<file path="config.mk">
export PLATFORM = sky130hd
export DESIGN_NAME = sm4_block_cipher
export DESIGN_NICKNAME = d
export VERILOG_FILES = /design/src/sv/sm4_pkg.sv /design/src/sv/sm4_round_unit.sv /design/src/sv/sm4_block_cipher.sv
export SDC_FILE = /design/constraint.sdc
export NUM_CORES = 2
export LEC_CHECK = 0
export BUFFER_PORTS_ARGS = -buffer_cell sky130_fd_sc_hd__buf_2
export CORE_ASPECT_RATIO = 0.5
export CORE_MARGIN = 3
export CORE_UTILIZATION = 35
export CTS_CLUSTER_SIZE = 25
export DETAILED_ROUTE_END_ITERATION = 10
export PLACE_DENSITY_LB_ADDON = 0.05
export SYNTH_ARGS = -nofsm -noshare
export SYNTH_HDL_FRONTEND = slang
export SYNTH_HIERARCHICAL = 1
export SYNTH_SLANG_ARGS = --single-unit
</file>
<file path="constraint.sdc">
create_clock -name clk -period 9.1 [get_ports clk]
set_input_delay 0.91 -clock clk [delete_from_list [all_inputs] [get_ports clk]]
set_output_delay 0.91 -clock clk [all_outputs]
set_load 0.02 [all_outputs]
</file>
<file path="src/sv/sm4_pkg.sv">
`default_nettype none

package sm4_pkg;

  localparam int unsigned ROUNDS_DEF = 32;
  localparam int unsigned WORD_W     = 32;
  localparam int unsigned BLOCK_W    = 128;
  localparam int unsigned KEY_REG_W  = 64;
  localparam int unsigned CFG_IDX_W  = 2;

  typedef logic [WORD_W-1:0] word_t;

  // configuration register indexes
  typedef enum logic [CFG_IDX_W-1:0] {
    REG_KEY_HIGH = 2'd0,
    REG_KEY_LOW  = 2'd1
  } cfg_reg_t;

  // selects the linear layer of the shared round unit
  typedef enum logic {
    MODE_CIPHER = 1'b0,
    MODE_KEY    = 1'b1
  } t_mode_t;

  typedef struct packed {
    t_mode_t mode;
  } unit_ctrl_t;

  localparam logic [7:0] SBOX [0:255] = '{
    8'hD6,8'h90,8'hE9,8'hFE,8'hCC,8'hE1,8'h3D,8'hB7,8'h16,8'hB6,8'h14,8'hC2,8'h28,8'hFB,8'h2C,8'h05,
    8'h2B,8'h67,8'h9A,8'h76,8'h2A,8'hBE,8'h04,8'hC3,8'hAA,8'h44,8'h13,8'h26,8'h49,8'h86,8'h06,8'h99,
    8'h9C,8'h42,8'h50,8'hF4,8'h91,8'hEF,8'h98,8'h7A,8'h33,8'h54,8'h0B,8'h43,8'hED,8'hCF,8'hAC,8'h62,
    8'hE4,8'hB3,8'h1C,8'hA9,8'hC9,8'h08,8'hE8,8'h95,8'h80,8'hDF,8'h94,8'hFA,8'h75,8'h8F,8'h3F,8'hA6,
    8'h47,8'h07,8'hA7,8'hFC,8'hF3,8'h73,8'h17,8'hBA,8'h83,8'h59,8'h3C,8'h19,8'hE6,8'h85,8'h4F,8'hA8,
    8'h68,8'h6B,8'h81,8'hB2,8'h71,8'h64,8'hDA,8'h8B,8'hF8,8'hEB,8'h0F,8'h4B,8'h70,8'h56,8'h9D,8'h35,
    8'h1E,8'h24,8'h0E,8'h5E,8'h63,8'h58,8'hD1,8'hA2,8'h25,8'h22,8'h7C,8'h3B,8'h01,8'h21,8'h78,8'h87,
    8'hD4,8'h00,8'h46,8'h57,8'h9F,8'hD3,8'h27,8'h52,8'h4C,8'h36,8'h02,8'hE7,8'hA0,8'hC4,8'hC8,8'h9E,
    8'hEA,8'hBF,8'h8A,8'hD2,8'h40,8'hC7,8'h38,8'hB5,8'hA3,8'hF7,8'hF2,8'hCE,8'hF9,8'h61,8'h15,8'hA1,
    8'hE0,8'hAE,8'h5D,8'hA4,8'h9B,8'h34,8'h1A,8'h55,8'hAD,8'h93,8'h32,8'h30,8'hF5,8'h8C,8'hB1,8'hE3,
    8'h1D,8'hF6,8'hE2,8'h2E,8'h82,8'h66,8'hCA,8'h60,8'hC0,8'h29,8'h23,8'hAB,8'h0D,8'h53,8'h4E,8'h6F,
    8'hD5,8'hDB,8'h37,8'h45,8'hDE,8'hFD,8'h8E,8'h2F,8'h03,8'hFF,8'h6A,8'h72,8'h6D,8'h6C,8'h5B,8'h51,
    8'h8D,8'h1B,8'hAF,8'h92,8'hBB,8'hDD,8'hBC,8'h7F,8'h11,8'hD9,8'h5C,8'h41,8'h1F,8'h10,8'h5A,8'hD8,
    8'h0A,8'hC1,8'h31,8'h88,8'hA5,8'hCD,8'h7B,8'hBD,8'h2D,8'h74,8'hD0,8'h12,8'hB8,8'hE5,8'hB4,8'hB0,
    8'h89,8'h69,8'h97,8'h4A,8'h0C,8'h96,8'h77,8'h7E,8'h65,8'hB9,8'hF1,8'h09,8'hC5,8'h6E,8'hC6,8'h84,
    8'h18,8'hF0,8'h7D,8'hEC,8'h3A,8'hDC,8'h4D,8'h20,8'h79,8'hEE,8'h5F,8'h3E,8'hD7,8'hCB,8'h39,8'h48
  };

  localparam word_t FK [0:3] = '{
    32'hA3B1BAC6, 32'h56AA3350, 32'h677D9197, 32'hB27022DC
  };

  localparam word_t CK [0:31] = '{
    32'h00070E15, 32'h1C232A31, 32'h383F464D, 32'h545B6269,
    32'h70777E85, 32'h8C939AA1, 32'hA8AFB6BD, 32'hC4CBD2D9,
    32'hE0E7EEF5, 32'hFC030A11, 32'h181F262D, 32'h343B4249,
    32'h50575E65, 32'h6C737A81, 32'h888F969D, 32'hA4ABB2B9,
    32'hC0C7CED5, 32'hDCE3EAF1, 32'hF8FF060D, 32'h141B2229,
    32'h30373E45, 32'h4C535A61, 32'h686F767D, 32'h848B9299,
    32'hA0A7AEB5, 32'hBCC3CAD1, 32'hD8DFE6ED, 32'hF4FB0209,
    32'h10171E25, 32'h2C333A41, 32'h484F565D, 32'h646B7279
  };

endpackage

`default_nettype wire

</file>
<file path="src/sv/sm4_round_unit.sv">
`default_nettype none

// Shared T / T' unit: xor of three words and a key word, byte S-box, then
// the cipher or key-schedule linear layer.
module sm4_round_unit (
  input  wire  sm4_pkg::word_t      x1,
  input  wire  sm4_pkg::word_t      x2,
  input  wire  sm4_pkg::word_t      x3,
  input  wire  sm4_pkg::word_t      k,
  input  wire  sm4_pkg::unit_ctrl_t ctrl,
  output logic [31:0]               t
);
  import sm4_pkg::*;

  function automatic word_t rotl(input word_t v, input int unsigned n);
    return (v << n) | (v >> (WORD_W - n));
  endfunction

  word_t v;
  word_t b;

  always_comb begin
    v = x1 ^ x2 ^ x3 ^ k;
    b = {SBOX[v[31:24]], SBOX[v[23:16]], SBOX[v[15:8]], SBOX[v[7:0]]};
    if (ctrl.mode == MODE_KEY) begin
      t = b ^ rotl(b, 13) ^ rotl(b, 23);
    end else begin
      t = b ^ rotl(b, 2) ^ rotl(b, 10) ^ rotl(b, 18) ^ rotl(b, 24);
    end
  end

endmodule

`default_nettype wire

</file>
<file path="src/sv/sm4_block_cipher.sv">
`default_nettype none

// SM4 block cipher, ECB, one round per clock (last round stalls on a full output), one shared round unit.
//
// Channels:
//   s_*  : input beat. s_tdata = {block_low, block_high}, s_tuser = cmd
//          (0 encrypt, 1 decrypt). Taken when s_tvalid && s_tready.
//   m_*  : result beat. m_tdata = {result_low, result_high}.
//   cfg_*: key write port. Index 0 = key_high, index 1 = key_low. Any key
//          write restarts round-key expansion; other indexes are dropped.
// Operation:
//   Key expansion is a load step followed by 32 key rounds; s_tready stays
//   low meanwhile, and also in any cycle with a key write.
//   A block is accepted in the idle state and runs 32 rounds: m_tvalid is
//   registered as the last round ends, and the next block can be taken in
//   the idle state after that, so the shared round unit holds one block at a time.
// Reset: key registers clear to zero and the all-zero key is expanded before
//   the first block is taken.
// Backpressure: the output register holds the result while m_tready is low;
//   the next block may be accepted meanwhile, and its last round waits until
//   the output register is free.
module sm4_block_cipher #(
  parameter int unsigned ROUNDS = sm4_pkg::ROUNDS_DEF
) (
  input  wire                                   clk,
  input  wire                                   rst,
  input  wire                                   s_tvalid,
  output logic                                  s_tready,
  // [63:0] block_high, [127:64] block_low
  input  wire  [sm4_pkg::BLOCK_W-1:0]           s_tdata,
  // [0] cmd
  input  wire                                   s_tuser,
  output logic                                  m_tvalid,
  input  wire                                   m_tready,
  // [63:0] result_high, [127:64] result_low
  output logic [sm4_pkg::BLOCK_W-1:0]           m_tdata,
  input  wire                                   cfg_we,
  input  wire  [sm4_pkg::CFG_IDX_W-1:0]         cfg_index,
  input  wire  [sm4_pkg::KEY_REG_W-1:0]         cfg_data
);
  import sm4_pkg::*;

  localparam int unsigned CNT_W = $clog2(ROUNDS);
  localparam logic [CNT_W-1:0] LAST = CNT_W'(ROUNDS - 1);

  typedef enum logic [4:0] {
    ST_KINIT = 5'b00001,
    ST_KEY   = 5'b00010,
    ST_IDLE  = 5'b00100,
    ST_RUN   = 5'b01000,
    ST_HOLD  = 5'b10000
  } state_t;

  state_t                 state;
  state_t                 state_next;
  logic [CNT_W-1:0]       cnt;
  logic                   dec;
  logic [KEY_REG_W-1:0]   key_high;
  logic [KEY_REG_W-1:0]   key_low;
  word_t                  x0, x1, x2, x3;
  word_t                  rk [ROUNDS];

  logic                   key_write;
  logic                   out_free;
  logic                   last_rnd;
  logic                   accept;
  logic                   do_kinit;
  logic                   do_key;
  logic                   do_round;
  logic                   finish;
  logic [CNT_W-1:0]       rk_addr;
  word_t                  k_in;
  word_t                  t;
  word_t                  nx;
  unit_ctrl_t             uctrl;

  assign key_write = cfg_we && (cfg_index == REG_KEY_HIGH || cfg_index == REG_KEY_LOW);
  assign out_free  = !m_tvalid || m_tready;
  assign last_rnd  = (cnt == LAST);
  // a key write takes priority over a new block
  assign s_tready  = (state == ST_IDLE) && !key_write;
  assign accept    = s_tvalid && s_tready;

  assign do_kinit  = (state == ST_KINIT) && !key_write;
  assign do_key    = (state == ST_KEY) && !key_write;
  // last round waits for the output register
  assign do_round  = (state == ST_RUN) && !(last_rnd && !out_free);
  assign finish    = do_round && last_rnd;

  // decryption walks the round keys backwards
  assign rk_addr   = dec ? (LAST - cnt) : cnt;
  assign k_in      = (state == ST_KEY) ? CK[5'(cnt)] : rk[rk_addr];
  assign uctrl.mode = (state == ST_KEY) ? MODE_KEY : MODE_CIPHER;
  assign nx        = x0 ^ t;

  sm4_round_unit u_round (
    .x1   (x1),
    .x2   (x2),
    .x3   (x3),
    .k    (k_in),
    .ctrl (uctrl),
    .t    (t)
  );

  always_comb begin
    state_next = state;
    case (state)
      ST_KINIT: state_next = ST_KEY;
      ST_KEY:   if (last_rnd) begin
        state_next = ST_IDLE;
      end
      ST_IDLE:  if (accept) begin
        state_next = ST_RUN;
      end
      ST_RUN:   if (finish) begin
        state_next = ST_IDLE;
      end
      default:  state_next = ST_KINIT;
    endcase
    if (key_write) begin
      state_next = ST_KINIT;
    end
  end

  // control
  always_ff @(posedge clk) begin
    if (rst) begin
      state    <= ST_KINIT;
      cnt      <= '0;
      key_high <= '0;
      key_low  <= '0;
      m_tvalid <= 1'b0;
    end else begin
      state <= state_next;
      if (key_write) begin
        if (cfg_index == REG_KEY_HIGH) begin
          key_high <= cfg_data;
        end else begin
          key_low <= cfg_data;
        end
      end
      if (key_write || do_kinit || accept || finish || (do_key && last_rnd)) begin
        cnt <= '0;
      end else if (do_key || do_round) begin
        cnt <= cnt + 1'b1;
      end
      if (finish) begin
        m_tvalid <= 1'b1;
      end else if (m_tready) begin
        m_tvalid <= 1'b0;
      end
    end
  end

  // datapath
  always_ff @(posedge clk) begin
    if (do_kinit) begin
      x0 <= key_high[63:32] ^ FK[0];
      x1 <= key_high[31:0]  ^ FK[1];
      x2 <= key_low[63:32]  ^ FK[2];
      x3 <= key_low[31:0]   ^ FK[3];
    end else if (accept) begin
      x0  <= s_tdata[63:32];
      x1  <= s_tdata[31:0];
      x2  <= s_tdata[127:96];
      x3  <= s_tdata[95:64];
      dec <= s_tuser;
    end else if (do_key || do_round) begin
      x0 <= x1;
      x1 <= x2;
      x2 <= x3;
      x3 <= nx;
    end
    if (do_key) begin
      rk[cnt] <= nx;
    end
    if (finish) begin
      // reverse-order swap
      m_tdata <= {x2, x1, nx, x3};
    end
  end

  a_busy_key: assert property (@(posedge clk) disable iff (rst)
    (state == ST_KINIT || state == ST_KEY) |-> !s_tready)
    else $error("block accepted during key expansion");

  a_result_from_run: assert property (@(posedge clk) disable iff (rst)
    $rose(m_tvalid) |-> $past(state == ST_RUN))
    else $error("result raised outside a block run");

  a_idle_count: assert property (@(posedge clk) disable iff (rst)
    (state == ST_IDLE) |-> (cnt == '0))
    else $error("round counter not cleared in idle");

  a_accept_starts: assert property (@(posedge clk) disable iff (rst)
    (s_tvalid && s_tready && !key_write) |=> (state == ST_RUN && cnt == '0))
    else $error("accepted block did not start at round zero");

  a_key_restart: assert property (@(posedge clk) disable iff (rst)
    key_write |=> (state == ST_KINIT))
    else $error("key write did not restart expansion");

endmodule

`default_nettype wire

</file>
# Word-level counts from Yosys, hierarchy flattened
# Memory sizes are Yosys's and may differ from the RTL's.
# Index checks and enable logic that the tools add are counted.
# totals
mem_count	6
inputBits	200
rom_bits	9216
elab_cells	123
ramBits	1024
reg_bits	396
# classes
mux	34
magnitude_cmp	5
reduce_logical	29
n_bitwise	27
add_sub_neg	2
n_eq_ne	9
# memory_table
name	words	word_bits	rd	rd_ports_with_merged_regs	write_ports	line_no	text
(name not given)	256	8	1	0	0	sm4_round_unit.sv:24	b = {SBOX[v[31:24]], SBOX[v[23:16]], SBOX[v[15:8]], SBOX[v[7:0]]};
(name not given)	256	8	1	0	0	sm4_round_unit.sv:24	
(name not given)	256	8	1	0	0	sm4_round_unit.sv:24	
(name not given)	256	8	1	0	0	sm4_round_unit.sv:24	
(name not given)	32	32	1	0	0	sm4_block_cipher.sv:92	assign k_in = (state == ST_KEY) ? CK[5'(cnt)] : rk[rk_addr];
rk	32	32	1	0	1	sm4_block_cipher.sv:61	word_t rk [ROUNDS];
# ops
cell	n
$mux W32	16
$xor A32 B32 Y32	10
$mux W8	8
$ge A9 B9 Y1 const B	4
$not A8 Y9	4
$or A32 B10 Y32	1
$or A32 B13 Y32	1
$or A32 B18 Y32	1
$or A32 B2 Y32	1
$or A32 B23 Y32	1
$or A32 B24 Y32	1
$not A14 Y14	2
$mux W5	4
$pmux W5 S4	1
$not A19 Y19	1
$not A17 Y17	1
$logic_and A1 B1 Y1	9
$logic_or A1 B1 Y1	7
$ge A6 B6 Y1 const B	1
$ne A2 B2 Y1 const B	3
$not A5 Y6	1
$reduce_and A2 Y1	3
$add A5 B1 Y5 const B	1
$eq A5 B1 Y1 const B	1
14 further kinds	23

# Depth between registers and ports, before layout
# depth
depth_word	20
mapped_depth	32
ltp_nobuf	24

# Hierarchy
# The synthesis kept the hierarchy.
# modules_own_cells
mod	area_each_um2	cells_each	n_inst	seq_area_each_um2
sm4_block_cipher	58827.7	3928	1	41229.5
sm4_round_unit	16435.8	2519	1	0.0

# Worst setup path before layout
# OpenSTA, ideal clock, no wires.
# synth_path
path_type	reg2reg
from	register dec
to	register x3[4] (data pin)
path_buffers	7
slack_ns	1.940
path_stages_with_launch	31
arrival_time_ns	7.023
path_cell_list	edfxtp_1 buf_6 buf_12 inv_2 buf_2 o22ai_1 mux4_2 a21oi_1 o22ai_1 nor4_1 xor2_1 xnor2_4 buf_2 buf_2 inv_1 ha_1 clkbuf_1 nor2_1 mux4_2 nand2_1 o31ai_1 a221o_1 a311o_1 buf_6 xor2_1 xnor2_1 xnor2_1 mux2i_1 xor2_1 xor2_1 a221o_1
# synth_via
elab_chain_cells	18
word_cells_on_any_way	37
# synth_rtl
item	line_no	text
start, declared	sm4_block_cipher.sv:57	logic dec;
start signal, assigned	sm4_block_cipher.sv:167	dec <= s_tuser;
$mux W5 *	sm4_block_cipher.sv:91	assign rk_addr = dec ? (LAST - cnt) : cnt;
$mem_v2 Z32 W32 *	-	
$mux W32 *	sm4_block_cipher.sv:92	
named net k_in[1]	sm4_block_cipher.sv:72	word_t k_in;
$xor A32 B32 Y32 *	sm4_round_unit.sv:23	v = x1 ^ x2 ^ x3 ^ k;
$not A8 Y9 (implied by the code) *	sm4_round_unit.sv:24	
$mem_v2 Z256 W8 *	-	
$mux W8 (implied by the code) * (2 in a row)	sm4_round_unit.sv:24	
$or A32 B2 Y32	sm4_round_unit.sv:16	return (v << n) | (v >> (WORD_W - n));
$xor A32 B32 Y32 (4 in a row)	sm4_round_unit.sv:28	t = b ^ rotl(b, 2) ^ rotl(b, 10) ^ rotl(b, 18) ^ rotl(b, 24);
$mux W32 *	sm4_round_unit.sv:25	if (ctrl.mode == MODE_KEY) begin
named net t[4]	sm4_block_cipher.sv:73	word_t t;
$xor A32 B32 Y32 *	sm4_block_cipher.sv:94	assign nx = x0 ^ t;
named net nx[4]	sm4_block_cipher.sv:74	word_t nx;
$mux W32 *	sm4_block_cipher.sv:168	end else if (do_key || do_round) begin
$mux W32 *	sm4_block_cipher.sv:162	end else if (accept) begin
$mux W32 *	sm4_block_cipher.sv:157	if (do_kinit) begin
end signal, assigned	sm4_block_cipher.sv:161	x3 <= key_low[31:0] ^ FK[3];
end signal, assigned	sm4_block_cipher.sv:166	x3 <= s_tdata[95:64];
end signal, assigned	sm4_block_cipher.sv:172	x3 <= nx;
end, declared	sm4_block_cipher.sv:60	word_t x0, x1, x2, x3;
# Mark *: on every way through the listed nets, which the timed path passes. The rest lies on a longest branch. The select of a mux whose other input is x is not followed.
# A chain may end at the register's enable or synchronous reset.

# Final worst setup path
# layout_path
from	register dec
to	memory rk[22][29] (netlist name) (data pin)
# layout_via
word_cells_on_any_way	34
# layout_lines
item	line_no
$mux W5 *	sm4_block_cipher.sv:91
$mem_v2 Z32 W32 *	-
$mux W32 *	sm4_block_cipher.sv:92
named net k_in[1]	sm4_block_cipher.sv:72
$xor A32 B32 Y32 *	sm4_round_unit.sv:23
$not A8 Y9 (implied by the code) *	sm4_round_unit.sv:24
$mem_v2 Z256 W8 *	-
$mux W8 (implied by the code) * (2 in a row)	sm4_round_unit.sv:24
$or A32 B24 Y32 or $or A32 B23 Y32 (tied branches)	sm4_round_unit.sv:16
$xor A32 B32 Y32 (on tied branches)	sm4_round_unit.sv:28, sm4_round_unit.sv:26
$mux W32 *	sm4_round_unit.sv:25
named net t[29]	sm4_block_cipher.sv:73
$xor A32 B32 Y32 *	sm4_block_cipher.sv:94
named net nx[29]	sm4_block_cipher.sv:74
end, declared	sm4_block_cipher.sv:61
# Marked as above.

==> flow_summary.toml <==
[route]
m1WireLength_um = 155000
wl_met2_um = 164000
drt_iter0_drc = 8750
drtAntennaViolNets = 0
route.met3.wl_um = 28500
first_pass_iters = 8
num_vias = 62900
remaining_drc_errors = 0
wire_per_inst_um = 36.7
detail_route.vias_per_cell = 6.41
highest_layer = "met5"
wirelength_um = 361000

[clocking]
cts.path.max_buffers = 4
cts_inserted_buffers = 151
path_clk_slew_ns = 0.06
cts_root_buffer = "clkbuf_16"
cts.sinks = 1419
h-tree-depth = 4
clk_latency_ns = 0.83
cts_tree = "yes"

[die]
dieArea_um2 = 221000
ioPinCount = 330
core_area_um2 = 212000
core.rowCount = 119
start_util = 0.355
die_x_um = 662
fp.dieH_um = 334

[synthesis]
yosysSeqAreaShare = 0.548
synthCells = 6447
yosysMostFrequentCell = "edfxtp_1"
yosys-top-cells-count = "edfxtp_1, nand2_1, nor2_1, a21oi_1, clkbuf_1"
synth_top_cell_by_area = "edfxtp_1"
synth_edf_count = 1281
synth_top_cell_area_share = 0.511
syn_area_per_cell_um2 = 11.7
yosys-top-cells-area = "edfxtp_1, mux4_2, nand2_1, dfxtp_1, a21oi_1"
syn-num-nets = 6698
ys_warn_count = 6
ys_dominant_reg_cell = "edfxtp_1"
synth_cell_types = 114
synthesis.area_um2 = 75300
ys_async_sr_fraction = 0
ys_ff_latch = 1419

[min_path]
hold_path_depth = 3
hp-class = "input port to flip-flop"

[critical_path]
cp-end-kind = "flip-flop"
critPathMostFrequentCell = "buf_4"
crit_arrival_ns = 9.43
slowest_delay_ns = 0.70
crit_fanout = 33
slowest_stage = "and2_0"
r2r_cells = 24
path_class = "flip-flop to flip-flop"
required_ns = 9.65
cp_cell_sequence = "buf_4, and2_1, nand2_1, and2_0, buf_4, o22ai_1, nor4_2, buf_4, xor2_1, xnor2_1, ha_1, buf_4, nor2_1, a21oi_1, mux4_2, mux2i_1, a32oi_1, o221ai_2, xnor2_1, xor2_1, xnor2_1, mux2i_1, xor2_4, buf_4"
crit_family = "simple AND/OR/NAND/NOR gates"
crit_cells = 24
critPathBufInv = 5
startpoint_type = "flip-flop"

[sta]
hold_slack_ns = 0.373
setup_tns_ns = 0
worst-slew-pin-transition_ns = 1.24
slew_viol_final = 0
post-route-period-util = 0.976
rsz0062_at_grt = "no"
slew_headroom = 0.172
final_hold_viol_count = 0
clock.fmax_mhz = 113
setup_viol = 0
fin_crit_ns = 8.88
fin_skew_ns = 0.0716

[job]
cap_violations = 0

[outcome]
status = "completed"

[global_routing]
antenna_found_initial = 37
grt_overflow = 0
grt_util_all_layers = 0.317
grt_pass1_vias = 60500
grt_pass1_wl_um = 498000
grt_max_degree = 91

[final_layout]
layout.nets = 7108
syn2layout_area_growth_pct = 16.6
layout.cells.non_filler = 9811
final_core_util = 0.414
layout-drive-gt1-share = 0.212

[placed_design]
place_inst = 9547
place_hpwl_um = 247000
port_buffers = 329
place_congestion = 0.942
[metrics by stage]
step	instance area [µm²]	setup WS, ns
after floorplan	75300	1.94
after global placement	83400	0.240
after detailed placement	83400	0.284
after CTS	87800	0.241
after global routing	87800	0.113
final	87800	0.215
[path summary, 6_finish.rpt]
kind / slack [ns] / from / to
worst max register to register: 0.22 / dec$_DFFE_PP_ / rk[22][29]$_DFFE_PP_
worst min register to register: 0.45 / key_high[42]$_SDFFE_PP0P_ / key_high[42]$_SDFFE_PP0P_
worst max-delay path: 0.22 / dec$_DFFE_PP_ / rk[22][29]$_DFFE_PP_
worst min-delay path: 0.37 / cfg_data[62] / key_high[62]$_SDFFE_PP0P_
[flip-flops by register name, summed over array words and instances (netlist names), 32 cells and up]
register and cells:
x3 32, key_high 64, key_low 64, m_tdata 128, x0 32, x1 32
x2 32, rk 1024
[worst min-delay path: stages]
cell	delay (ns)
buf_2	0.10
nand2_1	0.05
a21oi_1	0.05
[placed cells by master, fill, tap and decap left out, types with 48 or more instances in the layout]
master	n
nor3_1	93
a31oi_1	79
buf_4	444
mux2i_1	123
a211oi_1	88
ha_1	51
buf_2	328
a22oi_1	77
o311ai_0	48
clkbuf_16	151
nand3_1	166
a21oi_1	389
mux4_2	195
a311oi_1	49
xor2_1	80
dfxtp_1	134
o211ai_1	68
o22ai_1	215
nor2_1	402
o21ai_0	217
nand2_1	911
xnor2_1	132
a221o_1	86
edfxtp_1	1281
buf_12	69
o221ai_1	86
a221oi_1	121
[cell type report]
cell class,instances,area (µm²)
flip-flops and latches,1419,41200
fillers,20200,124000
clock inverters,57,382
clock buffers,195,3970
repair buffers,841,6360
well taps,2843,3560
multi-input cells,4396,32000
diodes,12,30.0
inverters,48,198
[per-layer routing]
| metal | vias up | track usage |
|---|---|---|
| li1 | 26000 | - |
| met1 | 32700 | 0.450 |
| met2 | 3553 | 0.496 |
| met3 | 613 | 0.0499 |
| met4 | 6 | 0.104 |
| met5 | - | 0 |
[logic make-up after synthesis]
| logic type | Yosys count | synth area share |
|---|---|---|
| adder cells (fa/ha/maj) | 51 | 0.00848 |
| buffers and inverters | 632 | 0.0432 |
| AND/OR/NAND/NOR | 1828 | 0.105 |
| flip-flops | 1419 | 0.548 |
| AO/OA/AOI/OAI | 1869 | 0.176 |
| multiplexers | 343 | 0.0790 |
| XOR/XNOR | 305 | 0.0404 |
[what timing repair did]
item | in CTS | in global routing
resized for setup | 0 | 1
buffers inserted | 0 | 0
hold buffers | 0 | 0
endpoints found under the setup margin | 0 | 6
Power is left out: the tool's default activity adds up to more than one toggle a clock period on the data nets, which glitch-free logic cannot reach.
